<file path="src/sv/oeas_pkg.sv">
`timescale 1ns / 1ps
// shared types and constants for the one-euro smoother
package oeas_pkg;

   localparam int VALUE_W = 32;
   localparam int RATE_W = 48;
   localparam int CUT_W = 28;
   localparam int STEP_W = 20;
   localparam int ALPHA_W = 24;
   localparam int QUOT_W = 53;
   localparam int STEPS_W = 6;

   localparam logic [1:0] CMD_ADAPT = 2'd0;
   localparam logic [1:0] CMD_EXT = 2'd1;
   localparam logic [1:0] CMD_CLEAR = 2'd2;

   localparam logic [2:0] REG_MIN_CUTOFF = 3'd0;
   localparam logic [2:0] REG_SPEED_GAIN = 3'd1;
   localparam logic [2:0] REG_DERIV_CUTOFF = 3'd2;
   localparam logic [2:0] REG_MIN_STEP = 3'd3;
   localparam logic [2:0] REG_SPEED_SCALE = 3'd4;

   localparam logic [CUT_W-1:0] CUT_FLOOR = 28'd66;
   localparam logic [CUT_W-1:0] SCALE_FLOOR = 28'd655;
   localparam logic [CUT_W-1:0] CUT_MAX = 28'hFFFFFFF;
   localparam logic [RATE_W-1:0] SPEED_MAX = 48'hFFFFFFFFFFFF;
   localparam logic [QUOT_W-1:0] RATE_MAX = 53'h7FFFFFFFFFFF;
   localparam logic [31:0] US_PER_S = 32'd1000000;
   localparam logic [31:0] TWO_PI_Q12 = 32'd25736;
   localparam logic [63:0] DEN_BIAS = 64'd268435456000000;
   localparam logic [ALPHA_W-1:0] ALPHA_MIN = 24'd17;
   localparam logic [STEPS_W-1:0] RATE_STEPS = 6'd53;
   localparam logic [STEPS_W-1:0] ALPHA_STEPS = 6'd24;

   typedef enum logic [4:0] {
      ST_IDLE, ST_RNUM, ST_RMUL, ST_RDIV, ST_RSAT, ST_KMUL, ST_KGET,
      ST_WLO, ST_WHI, ST_WSUM, ST_ADIV, ST_ALPHA, ST_BPREP, ST_BLO, ST_BHI,
      ST_BSUM, ST_SLO, ST_SHI, ST_SSUM, ST_GLO, ST_GHI, ST_GSUM, ST_EMIT
   } state_type;

   typedef struct packed {
      logic start;
      logic [63:0] rem_init;
      logic [QUOT_W-1:0] numer;
      logic [63:0] divisor;
      logic [STEPS_W-1:0] steps;
   } div_req_type;

endpackage

</file>
<file path="src/sv/one_euro_adaptive_smoother.sv">
`timescale 1ns / 1ps
// one-euro adaptive smoother, top level with sequencer and shared multiplier
//
// req channel: one word per sample; tuser carries the command (adaptive,
// external cutoff, clear), tdata the sample, step and external cutoff.
// rsp channel: one word per filter command; tdata is the smoothed sample,
// tuser flags a pass-through first sample after a clear.
// csr channel: register writes by index, always ready, take effect at once.
// A clear word gives no result. The first sample after a clear goes straight
// to the emit state and is passed through. A normal sample runs through one
// shared 32x32 multiplier and a bit-serial divider: the rate division takes
// 53 steps and each of the two smoothing factors 24, and req_tready is low
// until the result is handed to the output register.
// The result sits in an output register, so the next sample is taken while
// the receiver stalls; a finished sample waits only if that register is full.
// Reset clears the filter state, restores register defaults and empties the
// output register.
module one_euro_adaptive_smoother (
   input logic clock,
   input logic reset,
   input logic req_tvalid,
   output logic req_tready,
   input logic [79:0] req_tdata,  // sample[31:0], step_us[51:32], external_cutoff[79:52]
   input logic [1:0] req_tuser,   // command[1:0]
   output logic rsp_tvalid,
   input logic rsp_tready,
   output logic [31:0] rsp_tdata, // smoothed[31:0]
   output logic rsp_tuser,        // bootstrap[0]
   input logic csr_valid,
   output logic csr_ready,
   input logic [2:0] csr_index,
   input logic [27:0] csr_data
);
   import oeas_pkg::*;

   state_type state_ff, state_in;

   logic [CUT_W-1:0] min_cut_ff, gain_ff, dcut_ff, scale_ff;
   logic [STEP_W-1:0] mstep_ff;

   logic primed_ff;
   logic [VALUE_W-1:0] last_sample_ff, last_smooth_ff;
   logic [RATE_W-1:0] last_rate_ff;

   logic [1:0] cmd_ff;
   logic [VALUE_W-1:0] x_ff;
   logic [STEP_W-1:0] dt_ff;
   logic [CUT_W-1:0] ext_ff;

   logic neg_ff;
   logic [31:0] mag_ff;
   logic [34:0] k_ff;
   logic [CUT_W-1:0] fc_ff;
   logic [ALPHA_W-1:0] alpha_ff;
   logic phase_ff;
   logic [RATE_W-1:0] dx_ff;
   logic bneg_ff;
   logic [RATE_W-1:0] bm_ff;
   logic [RATE_W-1:0] speed_ff;
   logic [63:0] mul_ff, acc_ff;

   logic [VALUE_W-1:0] res_data_ff;
   logic res_boot_ff;
   logic rsp_valid_ff;
   logic [VALUE_W-1:0] rsp_data_ff;
   logic rsp_boot_ff;

   logic req_fire;
   logic [1:0] in_cmd;
   logic [VALUE_W-1:0] in_sample;
   logic [STEP_W-1:0] in_step;
   logic [CUT_W-1:0] in_ext;
   logic [STEP_W-1:0] step_floor, dt_sel;
   logic [VALUE_W:0] diff;
   logic [31:0] mag;
   logic [31:0] mul_a, mul_b;
   div_req_type div_req;
   logic div_done;
   logic [QUOT_W-1:0] div_quot;
   logic [63:0] w_val;
   logic [46:0] rate_sat;
   logic [48:0] old49, tgt49, bdiff, bnew;
   logic [72:0] bsum;
   logic [76:0] wide_sum;
   logic [RATE_W-1:0] rate_mag;
   logic [CUT_W-1:0] min_cut_f, dcut_f, scale_f, ext_f, gain_part;
   logic [CUT_W:0] fc_sum;
   logic emit_go;

   assign in_cmd = req_tuser;
   assign in_sample = req_tdata[31:0];
   assign in_step = req_tdata[51:32];
   assign in_ext = req_tdata[79:52];
   assign req_fire = req_tvalid && req_tready;
   assign csr_ready = 1'b1;

   assign step_floor = (mstep_ff == '0) ? STEP_W'(1) : mstep_ff;
   assign dt_sel = (in_step < step_floor) ? step_floor : in_step;
   assign diff = {in_sample[VALUE_W-1], in_sample} - {last_sample_ff[VALUE_W-1], last_sample_ff};
   assign mag = diff[VALUE_W] ? 32'(-diff) : diff[31:0];

   assign min_cut_f = (min_cut_ff < CUT_FLOOR) ? CUT_FLOOR : min_cut_ff;
   assign dcut_f = (dcut_ff < CUT_FLOOR) ? CUT_FLOOR : dcut_ff;
   assign scale_f = (scale_ff < SCALE_FLOOR) ? SCALE_FLOOR : scale_ff;
   assign ext_f = (ext_ff < CUT_FLOOR) ? CUT_FLOOR : ext_ff;

   assign w_val = acc_ff + {mul_ff[31:0], 32'd0};
   assign rate_sat = (div_quot > RATE_MAX) ? RATE_MAX[46:0] : div_quot[46:0];

   assign old49 = phase_ff ? {{17{last_smooth_ff[VALUE_W-1]}}, last_smooth_ff}
                           : {last_rate_ff[RATE_W-1], last_rate_ff};
   assign tgt49 = phase_ff ? {{17{x_ff[VALUE_W-1]}}, x_ff} : {dx_ff[RATE_W-1], dx_ff};
   assign bdiff = tgt49 - old49;
   assign bsum = {mul_ff[40:0], 32'd0} + {9'd0, acc_ff} + 73'h800000;
   assign bnew = bneg_ff ? old49 - {1'b0, bsum[71:24]} : old49 + {1'b0, bsum[71:24]};

   assign wide_sum = {mul_ff[44:0], 32'd0} + {13'd0, acc_ff};
   assign rate_mag = last_rate_ff[RATE_W-1] ? -last_rate_ff : last_rate_ff;
   assign gain_part = (wide_sum[76:64] != '0 || wide_sum[63:16] > {20'd0, CUT_MAX})
                      ? CUT_MAX : wide_sum[43:16];
   assign fc_sum = {1'b0, min_cut_f} + {1'b0, gain_part};

   assign emit_go = !rsp_valid_ff || rsp_tready;

   oeas_divider u_div (
      .clock(clock),
      .reset(reset),
      .req(div_req),
      .done(div_done),
      .quot(div_quot)
   );

   // next state
   always_comb begin
      state_in = state_ff;
      unique case (state_ff)
         ST_IDLE: begin
            if (req_fire) begin
               if (in_cmd == CMD_ADAPT || in_cmd == CMD_EXT) begin
                  state_in = primed_ff ? ST_RNUM : ST_EMIT;
               end
            end
         end
         ST_RNUM: state_in = ST_RMUL;
         ST_RMUL: state_in = ST_RDIV;
         ST_RDIV: if (div_done) state_in = ST_RSAT;
         ST_RSAT: state_in = ST_KMUL;
         ST_KMUL: state_in = ST_KGET;
         ST_KGET: state_in = ST_WLO;
         ST_WLO: state_in = ST_WHI;
         ST_WHI: state_in = ST_WSUM;
         ST_WSUM: state_in = ST_ADIV;
         ST_ADIV: if (div_done) state_in = ST_ALPHA;
         ST_ALPHA: state_in = ST_BPREP;
         ST_BPREP: state_in = ST_BLO;
         ST_BLO: state_in = ST_BHI;
         ST_BHI: state_in = ST_BSUM;
         ST_BSUM: begin
            if (phase_ff) begin
               state_in = ST_EMIT;
            end else if (cmd_ff == CMD_ADAPT) begin
               state_in = ST_SLO;
            end else begin
               state_in = ST_WLO;
            end
         end
         ST_SLO: state_in = ST_SHI;
         ST_SHI: state_in = ST_SSUM;
         ST_SSUM: state_in = ST_GLO;
         ST_GLO: state_in = ST_GHI;
         ST_GHI: state_in = ST_GSUM;
         ST_GSUM: state_in = ST_WLO;
         ST_EMIT: if (emit_go) state_in = ST_IDLE;
         default: state_in = ST_IDLE;
      endcase
   end

   // sequencer outputs: multiplier operands, divider requests, ready
   always_comb begin
      mul_a = '0;
      mul_b = '0;
      div_req = '0;
      req_tready = 1'b0;
      unique case (state_ff)
         ST_IDLE: req_tready = 1'b1;
         ST_RNUM: begin
            mul_a = mag_ff;
            mul_b = US_PER_S;
         end
         ST_RMUL: begin
            div_req.start = 1'b1;
            div_req.numer = mul_ff[QUOT_W-1:0];
            div_req.divisor = {44'd0, dt_ff};
            div_req.steps = RATE_STEPS;
         end
         ST_KMUL: begin
            mul_a = {12'd0, dt_ff};
            mul_b = TWO_PI_Q12;
         end
         ST_WLO: begin
            mul_a = k_ff[31:0];
            mul_b = {4'd0, fc_ff};
         end
         ST_WHI: begin
            mul_a = {29'd0, k_ff[34:32]};
            mul_b = {4'd0, fc_ff};
         end
         ST_WSUM: begin
            div_req.start = 1'b1;
            div_req.rem_init = w_val;
            div_req.divisor = w_val + DEN_BIAS;
            div_req.steps = ALPHA_STEPS;
         end
         ST_BLO: begin
            mul_a = bm_ff[31:0];
            mul_b = {8'd0, alpha_ff};
         end
         ST_BHI: begin
            mul_a = {16'd0, bm_ff[47:32]};
            mul_b = {8'd0, alpha_ff};
         end
         ST_SLO: begin
            mul_a = rate_mag[31:0];
            mul_b = {4'd0, scale_f};
         end
         ST_SHI: begin
            mul_a = {16'd0, rate_mag[47:32]};
            mul_b = {4'd0, scale_f};
         end
         ST_GLO: begin
            mul_a = speed_ff[31:0];
            mul_b = {4'd0, gain_ff};
         end
         ST_GHI: begin
            mul_a = {16'd0, speed_ff[47:32]};
            mul_b = {4'd0, gain_ff};
         end
         default: ;
      endcase
   end

   // control registers
   always_ff @(posedge clock) begin
      if (reset) begin
         state_ff <= ST_IDLE;
         primed_ff <= 1'b0;
         last_sample_ff <= '0;
         last_smooth_ff <= '0;
         last_rate_ff <= '0;
         rsp_valid_ff <= 1'b0;
         min_cut_ff <= 28'd65536;
         gain_ff <= 28'd459;
         dcut_ff <= 28'd65536;
         mstep_ff <= 20'd1;
         scale_ff <= 28'd65536;
      end else begin
         state_ff <= state_in;
         if (csr_valid && csr_ready) begin
            unique case (csr_index)
               REG_MIN_CUTOFF: min_cut_ff <= csr_data;
               REG_SPEED_GAIN: gain_ff <= csr_data;
               REG_DERIV_CUTOFF: dcut_ff <= csr_data;
               REG_MIN_STEP: mstep_ff <= csr_data[STEP_W-1:0];
               REG_SPEED_SCALE: scale_ff <= csr_data;
               default: ;
            endcase
         end
         if (state_ff == ST_IDLE && req_fire) begin
            if (in_cmd == CMD_CLEAR) begin
               primed_ff <= 1'b0;
               last_sample_ff <= '0;
               last_smooth_ff <= '0;
               last_rate_ff <= '0;
            end else if (in_cmd == CMD_ADAPT || in_cmd == CMD_EXT) begin
               primed_ff <= 1'b1;
               last_sample_ff <= in_sample;
               if (!primed_ff) begin
                  last_smooth_ff <= in_sample;
                  last_rate_ff <= '0;
               end
            end
         end
         if (state_ff == ST_BSUM) begin
            if (phase_ff) begin
               last_smooth_ff <= bnew[VALUE_W-1:0];
            end else begin
               last_rate_ff <= bnew[RATE_W-1:0];
            end
         end
         if (state_ff == ST_EMIT && emit_go) begin
            rsp_valid_ff <= 1'b1;
         end else if (rsp_tready) begin
            rsp_valid_ff <= 1'b0;
         end
      end
   end

   // datapath registers
   always_ff @(posedge clock) begin
      mul_ff <= mul_a * mul_b;
      if (state_ff == ST_WHI || state_ff == ST_BHI || state_ff == ST_SHI ||
          state_ff == ST_GHI) begin
         acc_ff <= mul_ff;
      end
      if (state_ff == ST_IDLE && req_fire) begin
         cmd_ff <= in_cmd;
         x_ff <= in_sample;
         dt_ff <= dt_sel;
         ext_ff <= in_ext;
         neg_ff <= diff[VALUE_W];
         mag_ff <= mag;
         res_data_ff <= in_sample;
         res_boot_ff <= 1'b1;
      end
      if (state_ff == ST_RSAT) begin
         dx_ff <= neg_ff ? -{1'b0, rate_sat} : {1'b0, rate_sat};
      end
      if (state_ff == ST_KGET) begin
         k_ff <= mul_ff[34:0];
         fc_ff <= dcut_f;
         phase_ff <= 1'b0;
      end
      if (state_ff == ST_ALPHA) begin
         alpha_ff <= (div_quot[ALPHA_W-1:0] < ALPHA_MIN) ? ALPHA_MIN : div_quot[ALPHA_W-1:0];
      end
      if (state_ff == ST_BPREP) begin
         bneg_ff <= bdiff[48];
         bm_ff <= bdiff[48] ? RATE_W'(-bdiff) : bdiff[RATE_W-1:0];
      end
      if (state_ff == ST_BSUM) begin
         if (phase_ff) begin
            res_data_ff <= bnew[VALUE_W-1:0];
            res_boot_ff <= 1'b0;
         end else if (cmd_ff != CMD_ADAPT) begin
            fc_ff <= ext_f;
            phase_ff <= 1'b1;
         end
      end
      if (state_ff == ST_SSUM) begin
         speed_ff <= (wide_sum[76:64] != '0) ? SPEED_MAX : wide_sum[63:16];
      end
      if (state_ff == ST_GSUM) begin
         fc_ff <= fc_sum[CUT_W] ? CUT_MAX : fc_sum[CUT_W-1:0];
         phase_ff <= 1'b1;
      end
      if (state_ff == ST_EMIT && emit_go) begin
         rsp_data_ff <= res_data_ff;
         rsp_boot_ff <= res_boot_ff;
      end
   end

   assign rsp_tvalid = rsp_valid_ff;
   assign rsp_tdata = rsp_data_ff;
   assign rsp_tuser = rsp_boot_ff;

endmodule

</file>
<file path="src/sv/oeas_divider.sv">
`timescale 1ns / 1ps
// bit-serial restoring divider, one quotient bit per cycle
module oeas_divider (
   input logic clock,
   input logic reset,
   input oeas_pkg::div_req_type req,
   output logic done,
   output logic [oeas_pkg::QUOT_W-1:0] quot
);
   import oeas_pkg::*;

   logic busy_ff;
   logic done_ff;
   logic [STEPS_W-1:0] cnt_ff;
   logic [63:0] rem_ff;
   logic [QUOT_W-1:0] numer_ff;
   logic [63:0] div_ff;
   logic [QUOT_W-1:0] quot_ff;
   logic [63:0] shifted;
   logic ge;

   assign shifted = {rem_ff[62:0], numer_ff[QUOT_W-1]};
   assign ge = shifted >= div_ff;

   always_ff @(posedge clock) begin
      if (reset) begin
         busy_ff <= 1'b0;
         done_ff <= 1'b0;
         cnt_ff <= '0;
      end else begin
         done_ff <= 1'b0;
         if (req.start) begin
            busy_ff <= 1'b1;
            cnt_ff <= req.steps;
         end else if (busy_ff) begin
            cnt_ff <= cnt_ff - 1'b1;
            if (cnt_ff == STEPS_W'(1)) begin
               busy_ff <= 1'b0;
               done_ff <= 1'b1;
            end
         end
      end
   end

   always_ff @(posedge clock) begin
      if (req.start) begin
         rem_ff <= req.rem_init;
         numer_ff <= req.numer;
         div_ff <= req.divisor;
         quot_ff <= '0;
      end else if (busy_ff) begin
         rem_ff <= ge ? shifted - div_ff : shifted;
         numer_ff <= {numer_ff[QUOT_W-2:0], 1'b0};
         quot_ff <= {quot_ff[QUOT_W-2:0], ge};
      end
   end

   assign done = done_ff;
   assign quot = quot_ff;

endmodule

</file>
<file path="config.mk">
export PLATFORM = sky130hd
export DESIGN_NAME = one_euro_adaptive_smoother
export DESIGN_NICKNAME = d
export VERILOG_FILES = /design/src/sv/oeas_pkg.sv /design/src/sv/one_euro_adaptive_smoother.sv /design/src/sv/oeas_divider.sv
export SDC_FILE = /design/constraint.sdc
export NUM_CORES = 2
export LEC_CHECK = 0
export BUFFER_PORTS_ARGS = -buffer_cell sky130_fd_sc_hd__buf_2
export CAP_MARGIN = 10
export CORE_ASPECT_RATIO = 2
export CORE_MARGIN = 5
export CORE_UTILIZATION = 24
export DETAILED_ROUTE_END_ITERATION = 7
export PLACE_DENSITY = 0.41
export SKIP_CTS_REPAIR_TIMING = 1
export SYNTH_ARGS = -nofsm -noshare
export SYNTH_HDL_FRONTEND = slang
export SYNTH_SLANG_ARGS = --single-unit
</file>
<file path="constraint.sdc">
create_clock -name clock -period 30.6 [get_ports clock]
set_clock_uncertainty 0.2 [all_clocks]
set_input_delay 6.12 -clock clock [delete_from_list [all_inputs] [get_ports clock]]
set_output_delay 6.12 -clock clock [all_outputs]
set_load 0.005 [all_outputs]
</file>
# Yosys cells after proc, flatten, opt, wreduce, memory -nomap -nowiden
# Cells that the tools add are included.
[word_totals]
in_bits = 118
output_inout_bits = 36
elab_cells = 210
reg_bits = 1034
[op_classes]
multipliers = 1
mux = 76
n_bitwise = 1
magnitude_cmp = 9
addsub = 16
eq_ne = 34
reduce_logical = 34
[ops]
columns = ["cell", "count"]
rows = [
  ["two-way mux 48 bit", 9],
  ["two-way mux 32 bit", 12],
  ["one-hot mux 32 bit (10 select lines)", 1],
  ["two-way mux 28 bit", 11],
  ["two-way mux 63 bit", 4],
  ["one-hot mux 28 bit (6 select lines)", 1],
  ["two-way mux 53 bit", 3],
  ["one-hot mux 70 bit (2 select lines)", 1],
  ["one-hot mux 5 bit (22 select lines)", 1],
  ["two-way mux 49 bit", 2],
  ["negation 48 bit", 2],
  ["two-way mux 47 bit", 2],
  ["less-than comparator 28 x 7 -> 1 bit (second input constant)", 3],
  ["adder 77 x 64 -> 77 bit", 1],
  ["adder 72 x 24 -> 72 bit (second input constant)", 1],
  ["adder 72 x 64 -> 72 bit", 1],
  ["adder 64 x 48 -> 64 bit (second input constant)", 1],
  ["adder 64 bit", 1],
  ["greater-or-equal comparator 64 bit", 1],
  ["multiplier 32 x 32 -> 64 bit", 1],
  ["subtractor 63 bit", 1],
  ["greater-than comparator 53 x 47 -> 1 bit (second input constant)", 1],
  ["subtractor 49 bit", 1],
  ["adder 48 bit", 1],
  ["other kinds (41)", 108],
]

# Depth between registers and ports, before layout
[depth]
depth_word = 7
mapped_depth = 40

# By module
# A second synthesis with hierarchy kept.
[hier_totals]
hier_cells = 10375
hier_area_um2 = 91481.5
[modules_own_cells]
columns = ["module", "cells_each", "area_per_inst_um2", "instances"]
rows = [
  ["one_euro_adaptive_smoother", 8956, 77378.0, 1],
  ["oeas_divider", 1419, 14103.5, 1],
]

# Worst setup path after synthesis
# OpenSTA, ideal clock, no wires.
[synth_timing]
path_type = "input port to flip-flop"
start = "in req_tvalid"
end = "reg cmd_ff[0], enable pin"
arrival_ns = 9.733
path_slack_ns = 20.143
required_ns = 29.876
path_stages = 3
path_cell_list = "nand2_1 clkinv_1 buf_1"
[synth_via]
elab_chain_cells = 2
[synth_lines]
columns = ["element", "line_no", "rtl"]
rows = [
  ["start: declaration", "one_euro_adaptive_smoother.sv:21", "input logic req_tvalid,"],
  ["logical AND 1 bit", "one_euro_adaptive_smoother.sv:94", "assign req_fire = req_tvalid && req_tready;"],
  ["logical AND 1 bit", "one_euro_adaptive_smoother.sv:305", "if (state_ff == ST_IDLE && req_fire) begin"],
  ["end signal: assignment", "one_euro_adaptive_smoother.sv:306", "cmd_ff <= in_cmd;"],
  ["end: declaration", "one_euro_adaptive_smoother.sv:45", "logic [1:0] cmd_ff;"],
]
# No other way between the ends.
# A chain may end at the register's enable or synchronous reset.

# Final worst setup path
[layout_timing]
start = "reg last_rate_ff[5]"
end = "reg mul_ff[55]"
[layout_via]
elab_chain_cells = 4
[layout_lines]
columns = ["element", "line_no", "rtl"]
rows = [
  ["start: declaration", "one_euro_adaptive_smoother.sv:43", "logic [RATE_W-1:0] last_rate_ff;"],
  ["start signal: assignment", "one_euro_adaptive_smoother.sv:287", "last_rate_ff <= bnew[RATE_W-1:0];"],
  ["negation 48 bit", "one_euro_adaptive_smoother.sv:118", "assign rate_mag = last_rate_ff[RATE_W-1] ? -last_rate_ff : last_rate_ff;"],
  ["two-way mux 48 bit *", "one_euro_adaptive_smoother.sv:118", ""],
  ["one-hot mux 32 bit (10 select lines) *", "one_euro_adaptive_smoother.sv:184", "unique case (state_ff)"],
  ["multiplier 32 x 32 -> 64 bit *", "one_euro_adaptive_smoother.sv:300", "mul_ff <= mul_a * mul_b;"],
  ["end signal: assignment", "one_euro_adaptive_smoother.sv:300", ""],
  ["end: declaration", "one_euro_adaptive_smoother.sv:60", "logic [63:0] mul_ff, acc_ff;"],
]
# Mark *: on every way between the ends. The rest lies on a longest branch, timed or not.

==> impl_metrics.json <==
{
  "grt_overflow_total": 0,
  "avgViaCountPerCell": 5.153,
  "async_reset_ff_frac": 0,
  "cap_violations": 0,
  "areaGrowthSynthToFinish_pct": 12.20,
  "initial_core_utilization": 0.2406,
  "cts.root.buffer_cell": "clkbuf_16",
  "placement.io_buffers": 152,
  "finalHoldViolations": 0,
  "ant_nets": 0,
  "globalplace.congestion": 1.040,
  "crit_required_ns": 31.15,
  "pin_count_of_the_biggest_net_entering_global_routing": 79,
  "timing.final.setup_violations": 0,
  "critical_path.max_stage_delay_ns": 0.73,
  "grt.total_usage": 0.2501,
  "power_density_mw_per_mm2": 79.21,
  "design.core.area_sq_mm": 0.3768,
  "ir_drop_uv": 74.20,
  "critical_path_origin": "last_rate_ff[5]$_SDFF_PP0_",
  "worstMarginPinSlew_ns": 1.296,
  "fmax_mhz": 80.15,
  "cts_tree": "built",
  "routed.top_layer": "met5",
  "nNetsFinal": 11570,
  "synth_area_sq_mm": 0.09067,
  "postRouteWirelength_mm": 501.7,
  "detailed_place_hpwl_mm": 409.7,
  "timing.hold.worst_path_depth": 0,
  "route.detailed.drc": 0,
  "holdCritPathClass": "reg -> reg",
  "synth_cell_types": 97,
  "final_min_period_over_clock_period": 0.4077,
  "worst_slack_ns": 18.12,
  "ys_seq_area_frac": 0.2935,
  "routedWlPerCell_microns": 32.68,
  "avgSynthCellArea_sq_um": 8.865,
  "worst-setup-path-type": "reg -> reg",
  "pre_cts_ws_ns": 18.09,
  "synth_enable_flop_cells": 595,
  "cp-end-kind": "register",
  "detailedRoute.firstIterationViolations": 5661,
  "nature_of_the_critical_path_startpoint": "register",
  "run_status": "complete, no violations",
  "yosys_register_bits": 1032,
  "slew_limit_fails": 0,
  "buffer_depth_of_the_longest_clock_path": 3,
  "timing.max_slew.rel_slack": 0.1336,
  "cp_common_cell": "fa_1",
  "sum_of_routed_wire_segments_on_met1_mm": 148.9,
  "global_route_wire_length_before_repair_mm": 678.9,
  "drive_gt1_frac": 0.08315,
  "first_global_vias": 82400,
  "initial_antenna_violation_count": 65,
  "number_of_iterations_in_the_first_detailed_routing_pass": 6,
  "rsz_0062_raised_after_global_routing": "false",
  "critPathMaxFanout": 17,
  "cts-buffers-inserted": 100,
  "cts.clk_slew.worst_paths_ns": 0.09,
  "worst-endpoint-arrival_ns": 13.03,
  "clkLatencyLatePin_ns": 0.82,
  "overall_die_height_microns": 879.2,
  "num_rows": 319,
  "crit-reg2reg-launch": "last_rate_ff[5]$_SDFF_PP0_",
  "cts.htree.levels": 3,
  "synthesis.yosys.warnings": 0,
  "min_from": "res_data_ff[22]$_DFF_P_",
  "synth_nets": 11640,
  "met3RoutedLength_mm": 20.49,
  "vias": 79100,
  "die_width_microns": 444.6,
  "tns_ns": 0,
  "io-pin-count": 154,
  "totalPowerFinal_uw": 8058,
  "wl_met2_mm": 259.8,
  "most_frequently_used_flop_master_after_synthesis": "edfxtp_1",
  "cell_with_the_biggest_individual_delay_on_the_critical_path": "o221a_2",
  "leakage_dissipation_uw": 0.04225,
  "worst-r2r-cell-count": 35,
  "clock-sinks": 1032,
  "die_area_sq_mm": 0.3909,
  "synthesis.instances": 10230,
  "layout_min_cycle_time_ns": 12.48
}
-- sequential cells by signal (all words and copies together), names as in the netlist, 35 cells and up --
signal          count
last_rate_ff       48
u_div.div_ff       64
u_div.rem_ff       63
mul_ff             63
u_div.quot         53
dx_ff              48
u_div.numer_ff     53
k_ff               35
acc_ff             63
bm_ff              48
speed_ff           48
-- layout by cell type (no fill, tap or decap), types with 129 or more instances in the layout --
master,synthesis,routed
fa_1,786,786
ha_1,503,503
nand2_1,1297,1293
nand3_1,143,142
dfxtp_1,437,435
a21o_1,215,214
nor2_1,947,935
o21ai_0,325,318
a21oi_1,633,628
edfxtp_1,595,595
inv_1,1226,1224
xor2_1,229,220
buf_4,3,257
xnor2_1,276,266
nor3_1,153,146
a22oi_1,131,129
buf_2,14,151
-- cells by family after synthesis --
| kind of cell | count (synthesis) | synth area share |
|---|---|---|
| AOI/OAI and AO/OA | 2139 | 0.1556 |
| xor gates and xnor gates | 506 | 0.04903 |
| adders and majority gates | 1289 | 0.2430 |
| buffers and inverters | 1808 | 0.07525 |
| DFF | 1032 | 0.2935 |
| muxes | 165 | 0.01933 |
| other | 1 | 0.00004136 |
| and+or+nand+nor | 3288 | 0.1642 |
-- synth_stat cells, types with 84 or more instances --
library cell     n  area (sq um)
nand2_1       1297          4868
inv_1         1226          4602
nor2_1         947          3555
fa_1           786         15740
a21oi_1        633          3168
edfxtp_1       595         17870
clkbuf_1       523          1963
ha_1           503          6294
dfxtp_1        437          8748
o21ai_0        325          1627
xnor2_1        276          2417
xor2_1         229          2006
a21o_1         215          1614
nor3_1         153         765.7
nand3_1        143         715.7
a22oi_1        131         983.4
a31oi_1        117         732.0
nand4_1        111         694.4
nand2b_1       101         631.9
and2_1          98         613.1
and3_1          86         538.0
mux2i_1         84         840.8
-- final timing paths --
path,end,slack [ns]
worst max register to register,mul_ff[55]$_DFF_P_,18.12
worst max-delay path,mul_ff[55]$_DFF_P_,18.12
worst min register to register,rsp_tdata[22]$_DFFE_PP_,0.23
worst min-delay path,rsp_tdata[22]$_DFFE_PP_,0.23
-- report_power, final --
part           total (uW)  switching, uW  internal [uW]
Sequential           2270            333           1940
Clock                1410            682            724
Combinational        4380           3050           1330
Total                8060           4060           3990
-- worst max-delay path, delay by kind of cell, from the launching register on --
kind                     cells  cell delay, ns
adder cells (fa/ha/maj)      8            4.06
AND/OR/NAND/NOR             10            3.56
AO/OA/AOI/OAI               10            3.37
buffers and inverters        5            0.45
XOR/XNOR                     2            0.37
flip-flops                   1            0.36
-- routing by layer --
layer | global-route usage | vias up
li1 | - | 34680
met1 | 0.2161 | 40130
met2 | 0.4631 | 2919
met3 | 0.03219 | 1353
met4 | 0.2859 | 10
met5 | 0 | -
-- layout make-up --
type / instances / area, sq um
inverter: 1228 / 4619
antenna: 127 / 317.8
tap: 4975 / 6225
timing repair buffer: 410 / 2715
sequential: 1032 / 26620
fill: 40780 / 275000
multi-input combinational: 7388 / 57720
clock inverter: 72 / 820.8
clock buffer: 117 / 2691
-- through the flow --
stage	hold slack (ns)	cells	util	cell area, sq um
floorplan	0.1855	10230	-	90670
global placement	0.2221	15030	0.2598	97870
detailed placement	0.2125	15030	0.2598	97890
CTS	0.2345	15220	0.2691	101400
global route	0.2401	15330	0.2699	101700
finish	0.2335	15350	0.2700	101700
(Power assumes the default switching activity.)
